<file path="src/hw/rtl/cwc_pkg.sv">
// Shared types, constants and helpers for the cylinder wall collision core.
// Used by the sqrt and divider cells and the top level.
package cwc_pkg;

    // Fixed-point format of all positions and velocities
    localparam int FRAC_BITS = 16;
    // Signed width of a unit normal component (magnitude up to 1.0)
    localparam int NW = FRAC_BITS + 2;
    // Cells in the square-root chain (one root bit each)
    localparam int SQRT_CELLS = 32;
    // Cells in the divider chain (one quotient bit each)
    localparam int DIV_CELLS = 32;
    // Divider lanes: wall x, wall z, normal x, normal z
    localparam int LANES = 4;
    localparam int LN_WX = 0;
    localparam int LN_WZ = 1;
    localparam int LN_NX = 2;
    localparam int LN_NZ = 3;

    // Configuration register indexes
    typedef enum logic [2:0] {
        CFG_AXIS_X  = 3'd0,
        CFG_AXIS_Z  = 3'd1,
        CFG_FLOOR_Y = 3'd2,
        CFG_RADIUS  = 3'd3,
        CFG_WVC_X   = 3'd4,
        CFG_WVC_Y   = 3'd5,
        CFG_WVC_Z   = 3'd6
    } cfg_idx_t;

    // Square-root cell data: remaining radicand bits, partial remainder, root
    typedef struct packed {
        logic [63:0] x;
        logic [33:0] rem;
        logic [31:0] root;
    } sqrt_t;

    // One divider lane: partial remainder, remaining numerator bits, quotient
    typedef struct packed {
        logic [31:0] r;
        logic [31:0] low;
        logic [31:0] q;
    } div_lane_t;

    typedef struct packed {
        logic [31:0]                 d;
        div_lane_t [LANES-1:0]       lane;
    } div_t;

    // Particle data carried beside the sqrt and divider chains
    typedef struct packed {
        logic [31:0] px;
        logic [31:0] py;
        logic [31:0] pz;
        logic [31:0] vx;
        logic [31:0] vy;
        logic [31:0] vz;
        logic        fhit;
        logic        whit;
        logic        sgnx;
        logic        sgnz;
        logic [31:0] ax;
        logic [31:0] az;
        logic [63:0] numx;
        logic [63:0] numz;
    } pay_t;

    // Clamp to the 32-bit signed range
    function automatic logic [31:0] sat32(input logic signed [39:0] v);
        logic [31:0] r;
        if (v > 40'sd2147483647)
            r = 32'h7fff_ffff;
        else if (v < -40'sd2147483648)
            r = 32'h8000_0000;
        else
            r = v[31:0];
        return r;
    endfunction

endpackage

</file>
<file path="src/hw/rtl/cwc_div_cell.sv">
// One restoring-division step for all divider lanes: one quotient bit per cell.
// Depends on cwc_pkg for the lane types.
module cwc_div_cell (
    input  logic           clk,
    input  logic           en,
    input  cwc_pkg::div_t  c_in,
    output cwc_pkg::div_t  c_out
);

    cwc_pkg::div_t c_next;

    // Shift in one numerator bit per lane and subtract the shared divisor
    always_comb
    begin
        logic [32:0] sh;
        logic [32:0] df;
        logic        ge;
        c_next.d = c_in.d;
        for (int i = 0; i < cwc_pkg::LANES; i++)
        begin
            sh = {c_in.lane[i].r, c_in.lane[i].low[31]};
            df = sh - {1'b0, c_in.d};
            ge = (sh >= {1'b0, c_in.d});
            c_next.lane[i].r   = ge ? df[31:0] : sh[31:0];
            c_next.lane[i].low = {c_in.lane[i].low[30:0], 1'b0};
            c_next.lane[i].q   = {c_in.lane[i].q[30:0], ge};
        end
    end

    always_ff @(posedge clk)
    begin
        if (en)
        begin
            c_out <= c_next;
        end
    end

endmodule

</file>
<file path="config.mk">
export PLATFORM = sky130hd
export DESIGN_NAME = cwc_div_cell
export DESIGN_NICKNAME = d
export VERILOG_FILES = /design/src/hw/rtl/cwc_pkg.sv /design/src/hw/rtl/cwc_div_cell.sv
export SDC_FILE = /design/constraint.sdc
export NUM_CORES = 1
export LEC_CHECK = 0
export CELL_PAD_IN_SITES_DETAIL_PLACEMENT = 1
export CELL_PAD_IN_SITES_GLOBAL_PLACEMENT = 1
export CORE_AREA = 2 2 323 325
export DETAILED_ROUTE_END_ITERATION = 6
export DIE_AREA = 0 0 325 327
export DONT_BUFFER_PORTS = 1
export PLACE_DENSITY = 0.52
export SYNTH_ARGS = -nofsm -noshare
export SYNTH_HDL_FRONTEND = slang
export SYNTH_SLANG_ARGS = --single-unit
</file>
<file path="constraint.sdc">
create_clock -name clk -period 6.4 [get_ports clk]
set_input_delay 0.64 -clock clk [delete_from_list [all_inputs] [get_ports clk]]
set_output_delay 0.64 -clock clk [all_outputs]
set_load 0.02 [all_outputs]
</file>
==> results.toml <==
[worst_setup_path]
worstPathArrival_ns = 4.62
crit_path_start_kind = "primary input"
critPathRequiredTime_ns = 6.78
crit_fanout = 33
crit_path_end_kind = "register"
crit_type = "in -> reg"

[cells_and_area]
largest-register = "c_out"
area_growth_syn_to_layout_pct = 15.3
largest_reg_flops = 412
nets = 2242
reg.largest.list = "c_out: 412 flops"
drive_above_1_share_pct = 9.69
stdcell_count = 3128

[timing]
maxSlewViolCount = 342
finalHoldViolCount = 0
max_freq_mhz = 236
max_slew_margin_pct = -180
worst_pin_slew_ns = 4.19
worst_slack_ns = 2.17
setup_viol = 0
setup-tns-final_ns = 0
fin_crit_sh_pct = 66.1
min_period_ns = 4.23
grt_setup_unrepaired = "no"

[logic_synthesis]
seq_area_frac_synth_pct = 58.8
syn_area_um2 = 21000
avgSynthCellArea_um2 = 12.4
ys_ff_latch = 412
synth_cells = 1694
synth_edf_count = 412
synth_warnings = 0
synthArstFlopShare_pct = 0
postSynth.topFlopCell = "edfxtp_1"
synth_cell_types = 76

[worst_hold_path]
hold_path_depth = 0
worstHoldStart = "c_in[296]"
hold_class = "in -> reg"
min_to = "c_out[297]"

[routing]
drt-initial-drc-count = 893
wire_per_inst_um = 34.1
drc = 0
wl_um = 107000
first_pass_iters = 4
ant_nets = 0
viasPerCell = 4.68
num_vias = 14600

[global_routing]
antenna_found_initial = 41
grt_usage_pct = 19.3
grt_max_degree = 413
grt_pass1_wl_um = 139000
gr-total-overflow = 0
grt_pass1_vias = 14900

[place]
port_buffers = 0
dpl.hpwl_um = 84800
place_congestion = 0.874
place_ws_ns = 1.54
dp_cells = 3018

[run_status]
violations = "max-slew violations"
run_status = "finished, violations left"

[cts]
cts_sinks = 412
cts_tree = "built"
max-clock-path-buffers = 3
root_buffer = "clkbuf_16"
post_cts_buffers = 0
cts_made_buffers = 52
postCtsHoldBufs = 0
cts_max_level = 2
cts_resized = 0
clkSlewWorstSetupHoldPaths_ns = 0.06

[floorplan]
core_um2 = 103000
rows = 118
io_pins = 834
dieHeight_um = 327
start_util_pct = 20.4
dieArea_um2 = 106000
die_width_um = 325

[run]
drv_cap = 0

[power_and_ir_drop]
power_density_nw_per_um2 = 334
ir_drop_mv = 0.219
leakage_nw = 8.66
==> Yosys cell counts (all sizes together) (4+ instances only) <==
cell type / n / share of area (%)
o21ai: 80 / 1.9
a31o: 6 / 0.25
inv: 64 / 1.1
nand2b: 9 / 0.27
a31oi: 19 / 0.56
o31ai: 8 / 0.29
nor3: 19 / 0.45
a21oi: 164 / 4.0
buf: 23 / 0.70
o21a: 27 / 0.96
or3: 7 / 0.21
nor2: 139 / 2.5
xor2: 41 / 1.7
nand3: 40 / 0.95
a21boi: 6 / 0.21
nand4: 25 / 0.74
o31a: 7 / 0.29
a311oi: 4 / 0.17
o21bai: 18 / 0.70
fa: 4 / 0.38
and2: 6 / 0.18
clkbuf: 41 / 0.73
and3: 7 / 0.21
xnor2: 56 / 2.3
a211o: 5 / 0.21
a211oi: 16 / 0.62
o22ai: 4 / 0.12
a21o: 53 / 1.9
nor4: 6 / 0.18
nand2: 90 / 1.6
and4: 9 / 0.37
nor2b: 16 / 0.48
a2111oi: 4 / 0.17
ha: 128 / 7.6
or4: 7 / 0.27
o211a: 4 / 0.19
mux2: 57 / 3.1
o211ai: 15 / 0.54
nor3b: 6 / 0.24
edfxtp: 412 / 59
==> area by class of cell <==
| cell class | instances | area [um^2] |
|---|---|---|
| clock buffer | 59 | 1350 |
| fill | 11400 | 78600 |
| clock inverter | 37 | 352 |
| sequential | 412 | 12400 |
| tap | 1380 | 1730 |
| multi-input combinational | 1157 | 8150 |
| inverter | 64 | 240 |
| timing repair buffer | 5 | 37.5 |
| antenna | 14 | 35.0 |
==> worst max-delay path: stages <==
cell     delay, ns
inv_1         0.51
ha_1          0.32
nand4_1       0.17
or4_1         0.62
o31ai_1       0.31
nor3_1        0.10
a31oi_1       0.25
nand3_1       0.49
inv_2         0.75
mux2_2        0.42
==> through the flow <==
step | hold slack (ns) | power (mW) | utilization [%] | area, um^2
floorplan | 0.739 | 4.62 | - | 21100
global placement | 0.739 | 5.12 | 21.9 | 22500
detailed placement | 0.739 | 5.13 | 21.9 | 22500
CTS | 0.0243 | 8.22 | 23.5 | 24200
global route | 0.0418 | 8.40 | 23.5 | 24200
finish | 0.0900 | 8.09 | 23.6 | 24300
==> placed cells by master (no fill, tap or decap), drive strengths merged, types with 15 or more instances in the layout <==
cell    count
a211oi     16
a21o       53
a21oi     164
a31oi      19
clkbuf     59
clkinv     19
edfxtp    412
ha        128
inv        70
mux2       57
nand2      90
nand3      40
nand4      25
nor2      139
nor2b      16
nor3       19
o211ai     15
o21a       27
o21ai      80
o21bai     18
xnor2      56
xor2       41
==> how the worst max path moves through the flow <==
stage                   start         end  slack [ns]  cells after the start
floorplan           c_in[394]   c_out[89]        3.09                     11
global placement    c_in[395]  c_out[267]        1.58                     10
detailed placement  c_in[396]  c_out[373]        1.54                     10
CTS                 c_in[396]  c_out[373]        2.22                     10
global route        c_in[395]  c_out[373]        1.90                     10
finish              c_in[395]  c_out[373]        2.17                     10
==> routing by layer <==
metal  part of all wire (%)  global-route usage [%]
met1                     36                    20.4
met3                    9.7                    8.39
met2                     51                    34.4
met4                    3.5                    6.30
met5                   0.24                       0
==> power by group <==
group / internal [mW] / switching (mW)
Clock: 1.69 / 1.33
Combinational: 0.429 / 0.648
Sequential: 3.36 / 0.628
==> cells by family (layout without fill, tap and decap cells) <==
group / after synthesis / after routing / synth area share [%]
AO/OA/AOI/OAI: 469 / 469 / 14.4
XOR/XNOR: 97 / 97 / 4.04
adder cells (fa/ha/maj): 132 / 132 / 7.99
buffers and inverters: 128 / 165 / 2.57
flip-flops: 412 / 412 / 58.8
multiplexers: 60 / 60 / 3.19
other: 1 / 18 / 0.0178
AND/OR/NAND/NOR: 395 / 395 / 9.00
No activity file was read; power rests on OpenSTA's default activity.
