===== src/hw/rtl/cwc_pkg.sv =====
// Shared types, constants and helpers for the cylinder wall collision core.
// Used by the sqrt and divider cells and the top level.
package cwc_pkg;

    // Fixed-point format of all positions and velocities
    localparam int FRAC_BITS = 16;
    // Signed width of a unit normal component (magnitude up to 1.0)
    localparam int NW = FRAC_BITS + 2;
    // Cells in the square-root chain (one root bit each)
    localparam int SQRT_CELLS = 32;
    // Cells in the divider chain (one quotient bit each)
    localparam int DIV_CELLS = 32;
    // Divider lanes: wall x, wall z, normal x, normal z
    localparam int LANES = 4;
    localparam int LN_WX = 0;
    localparam int LN_WZ = 1;
    localparam int LN_NX = 2;
    localparam int LN_NZ = 3;

    // Configuration register indexes
    typedef enum logic [2:0] {
        CFG_AXIS_X  = 3'd0,
        CFG_AXIS_Z  = 3'd1,
        CFG_FLOOR_Y = 3'd2,
        CFG_RADIUS  = 3'd3,
        CFG_WVC_X   = 3'd4,
        CFG_WVC_Y   = 3'd5,
        CFG_WVC_Z   = 3'd6
    } cfg_idx_t;

    // Square-root cell data: remaining radicand bits, partial remainder, root
    typedef struct packed {
        logic [63:0] x;
        logic [33:0] rem;
        logic [31:0] root;
    } sqrt_t;

    // One divider lane: partial remainder, remaining numerator bits, quotient
    typedef struct packed {
        logic [31:0] r;
        logic [31:0] low;
        logic [31:0] q;
    } div_lane_t;

    typedef struct packed {
        logic [31:0]                 d;
        div_lane_t [LANES-1:0]       lane;
    } div_t;

    // Particle data carried beside the sqrt and divider chains
    typedef struct packed {
        logic [31:0] px;
        logic [31:0] py;
        logic [31:0] pz;
        logic [31:0] vx;
        logic [31:0] vy;
        logic [31:0] vz;
        logic        fhit;
        logic        whit;
        logic        sgnx;
        logic        sgnz;
        logic [31:0] ax;
        logic [31:0] az;
        logic [63:0] numx;
        logic [63:0] numz;
    } pay_t;

    // Clamp to the 32-bit signed range
    function automatic logic [31:0] sat32(input logic signed [39:0] v);
        logic [31:0] r;
        if (v > 40'sd2147483647)
            r = 32'h7fff_ffff;
        else if (v < -40'sd2147483648)
            r = 32'h8000_0000;
        else
            r = v[31:0];
        return r;
    endfunction

endpackage


===== src/hw/rtl/cwc_sqrt_cell.sv =====
// One step of the digit-by-digit integer square root: one root bit per cell.
// Depends on cwc_pkg for the cell data type.
module cwc_sqrt_cell (
    input  logic            clk,
    input  logic            en,
    input  cwc_pkg::sqrt_t  c_in,
    output cwc_pkg::sqrt_t  c_out
);

    logic [35:0]    rem2;
    logic [35:0]    trial;
    logic [35:0]    diff;
    logic           ge;
    cwc_pkg::sqrt_t c_next;

    // Bring down two radicand bits and try the next root bit
    always_comb
    begin
        rem2         = {c_in.rem, c_in.x[63:62]};
        trial        = {2'b00, c_in.root, 2'b01};
        diff         = rem2 - trial;
        ge           = (rem2 >= trial);
        c_next.x     = {c_in.x[61:0], 2'b00};
        c_next.rem   = ge ? diff[33:0] : rem2[33:0];
        c_next.root  = {c_in.root[30:0], ge};
    end

    always_ff @(posedge clk)
    begin
        if (en)
        begin
            c_out <= c_next;
        end
    end

endmodule


===== config.mk =====
export PLATFORM = sky130hd
export DESIGN_NAME = cwc_sqrt_cell
export DESIGN_NICKNAME = d
export VERILOG_FILES = /design/src/hw/rtl/cwc_pkg.sv /design/src/hw/rtl/cwc_sqrt_cell.sv
export SDC_FILE = /design/constraint.sdc
export NUM_CORES = 1
export LEC_CHECK = 0
export BUFFER_PORTS_ARGS = -buffer_cell sky130_fd_sc_hd__buf_2
export CAP_MARGIN = 20
export CORE_MARGIN = 1
export CORE_UTILIZATION = 49
export DETAILED_ROUTE_END_ITERATION = 6
export PLACE_DENSITY = 0.78
export SYNTH_ARGS = -nofsm -noshare
export SYNTH_HDL_FRONTEND = slang
export SYNTH_SLANG_ARGS = --single-unit

===== constraint.sdc =====
create_clock -name clk -period 3.23 [get_ports clk]
set_clock_uncertainty 0.1 [all_clocks]
set_input_delay 0.323 -clock clk [delete_from_list [all_inputs] [get_ports clk]]
set_output_delay 0.323 -clock clk [all_outputs]
set_load 0.005 [all_outputs]

==> flow_summary.toml <==
[drt]
dr.pass1.iters = 7
avgRoutedWirePerCell_um = 17.8
drt_iter0_markers = 349
viasPerCell = 5.17
antenna_left = 0
route.detailed.drc = 2
vias = 5455
totalWireLength_um = 18800

[yosys]
syn_inst = 507
async_reset_ff_frac = 0
netlist_area_mm2 = 0.00631
synth-seq-area-share = 0.609
yosysWarnings = 0
syn_avg_cell_area_um2 = 12.5
yosysUniqueCellTypes = 62
ys_seq_elements = 128
synth_ff_type = "edfxtp_1"
synth_edf_count = 128

[pwr]
comb_power_share = 0.192
p_clk_frac = 0.390
p_leak_uw = 0.00417
p_int_uw = 3700
p_sw_uw = 1280
p_sw_frac = 0.257
power_density_mw_per_mm2 = 532
ir_drop_mv = 0.269
pwr-share-seq = 0.418

[clock_tree]
htree_levels = 4
cts_sinks = 128
tritoncts = "yes"
clock_path_buffers = 2
clkSlewWorstSetupHoldPaths_ps = 50
numCtsBuffers = 17
cts-root-buf = "clkbuf_16"

[global_route]
grt_max_degree = 129
grt.met2_usage = 0.483
grt_pass1_wl_um = 27600
grt.total_usage = 0.278
overflow = 0
grt_pass1_vias = 5412
antenna_found_initial = 0
gr-usage-met3 = 0.0753
busiest_layer = "met2"
use_met1 = 0.304

[sta]
drv_slew = 0
finalSetupViolations = 0
fmax_mhz = 317
slew_headroom = 0.214
rsz0062_at_grt = "true"
fin_setup_tns_ps = 0
worst_pin_slew_ps = 1180
min_period_ps = 3150
hold_viol = 0
fin_crit_sh = 0.975

[place]
numPortBuffers = 259
hpwl_um = 12000
placed_area_mm2 = 0.00780
gp_congestion = 0.845
dp_cells = 931

[layout]
layout.cells.non_filler = 1056
drive_above_1_share = 0.374
fin_area_mm2 = 0.00937
nets = 1038
diodes = 0
largest_registers = "c_out (128)"
largest_register = "c_out"
largest_reg_flops = 128
area_delta_synth_final_pct = 48.3

[die]
dieWidth_um = 116
io-pin-count = 262
die_height_um = 116
core_mm2 = 0.0126
row_count = 41
die_area_mm2 = 0.0133
start_util = 0.502

[setup_path]
worst_setup_path_start_kind = "primary input"
critical_path_class = "primary input to flop"
cpPeakStageDelay_ps = 550
cp_max_fo = 6
worst-path-stages = 12
cp-end-kind = "flop"
worst_ep_arrival_time_ps = 3210
worst_path_dominant_cell_family = "compound AO/OA/AOI/OAI gates"
slowest_stage = "dlygate4sd3_1"
crit_buf_inv = 3
critPathRequiredTime_ps = 3290
critical_path.cell_chain = "dlygate4sd3_1 -> buf_2 -> inv_1 -> ha_2 -> a21o_1 -> or3_1 -> o21a_2 -> a311oi_4 -> o21ai_4 -> a31oi_4 -> mux2i_1 -> a31o_1"

[outcome]
status = "finished with violations"
violations = "DRC"

[min_path]
hp-start = "c_in[18]"
hold_class = "primary input to flop"
holdPathEnd = "c_out[19]$_DFFE_PP_"
hold_path_depth = 1

[job]
drv_cap = 0
## synthesized netlist by cell type (2+ instances only)
| cell type | number | share of area |
|---|---|---|
| nor3_1 | 10 | 0.0079 |
| a21oi_1 | 28 | 0.022 |
| xor2_1 | 13 | 0.018 |
| and2_2 | 2 | 0.0024 |
| and2_1 | 3 | 0.0030 |
| nor2_1 | 18 | 0.011 |
| a31o_1 | 2 | 0.0028 |
| nand2_1 | 58 | 0.034 |
| o31ai_1 | 4 | 0.0048 |
| xnor2_1 | 14 | 0.019 |
| ha_1 | 34 | 0.067 |
| inv_1 | 42 | 0.025 |
| o31a_1 | 2 | 0.0028 |
| a31oi_1 | 4 | 0.0040 |
| a21o_1 | 19 | 0.023 |
| edfxtp_1 | 128 | 0.61 |
| a21boi_0 | 2 | 0.0024 |
| and3_1 | 2 | 0.0020 |
| buf_2 | 6 | 0.0048 |
| clkbuf_1 | 4 | 0.0024 |
| clkbuf_2 | 2 | 0.0016 |
| o221ai_1 | 2 | 0.0028 |
| o21ai_1 | 4 | 0.0032 |
| o41ai_2 | 3 | 0.0077 |
| o21ai_0 | 41 | 0.032 |
| buf_4 | 2 | 0.0024 |
| mux2i_1 | 4 | 0.0063 |
| o21a_1 | 3 | 0.0036 |
| o211ai_1 | 2 | 0.0024 |
| and3_2 | 3 | 0.0036 |
| nand4_1 | 6 | 0.0059 |
| nand3_1 | 6 | 0.0048 |
| nand2b_1 | 5 | 0.0050 |
## through the flow
stage / hold slack [ps] / utilization / worst slack [ps] / power, µW
floorplan: 322 / - / 548 / 2540
global placement: 400 / 0.621 / 208 / 2910
detailed placement: 401 / 0.621 / 193 / 2930
CTS: 2.52 / 0.739 / 77.2 / 4940
global route: 2.45 / 0.745 / -4.62 / 5170
finish: 16.0 / 0.745 / 80.2 / 4980
## per-layer routing
metal | vias to the layer above | share of wire
met2 | 246 | 0.50
met1 | 2553 | 0.38
li1 | 2604 | -
met3 | 52 | 0.071
met4 | 0 | 0.041
met5 | - | 0
## power by group through the flow
stage | Sequential [µW] | Clock [µW] | Combinational [µW]
2_1_floorplan | 2140 | 0 | 406
3_3_place_gp | 2100 | 0 | 804
6_report | 2080 | 1940 | 954
4_1_cts | 2080 | 1950 | 916
5_1_grt | 2090 | 2030 | 1040
3_5_place_dp | 2110 | 0 | 825
## cells in the final DEF (no fill, tap or decap), types with 14 or more instances in the layout
cell type / n
clkbuf_16: 17
nand2_1: 58
dlygate4sd3_1: 89
xnor2_1: 14
buf_2: 258
o21ai_0: 40
ha_1: 32
a21o_1: 19
nor2_1: 17
inv_1: 42
a21oi_1: 27
edfxtp_1: 128
## worst max-delay path by stage
stage / from / to / slack (ps)
2_1_floorplan: c_in[9] / c_out[59]$_DFFE_PP_ / 550
3_5_place_dp: c_in[15] / c_out[45]$_DFFE_PP_ / 190
6_report: c_in[3] / c_out[58]$_DFFE_PP_ / 80
5_1_grt: c_in[0] / c_out[59]$_DFFE_PP_ / -5
3_3_place_gp: c_in[3] / c_out[58]$_DFFE_PP_ / 210
4_1_cts: c_in[3] / c_out[58]$_DFFE_PP_ / 80
## cell type report
type | instances | area (µm²)
Clock buffer | 17 | 425
Inverter | 43 | 163
Clock inverter | 14 | 164
Sequential cell | 128 | 3840
Timing Repair Buffer | 360 | 2290
Tap cell | 172 | 215
Multi-Input combinational cell | 322 | 2270
Fill cell | 810 | 3200
## cells by family after synthesis
| group | count (synthesis) | share of synthesized area |
|---|---|---|
| adders and majority gates | 34 | 0.0674 |
| muxes | 5 | 0.00872 |
| DFF | 128 | 0.609 |
| and+or+nand+nor | 120 | 0.0888 |
| buffers and inverters | 59 | 0.0408 |
| xor gates and xnor gates | 27 | 0.0374 |
| AOI/OAI and AO/OA | 133 | 0.148 |
| other | 1 | 0.000594 |
## repair_timing
item	4_1_cts	5_1_grt
endpoints found under the hold margin	89	0
gates resized for setup	0	11
buffers inserted	0	4
hold buffers	89	0
endpoints found under the setup margin	0	30
(Power assumes the default switching activity.)
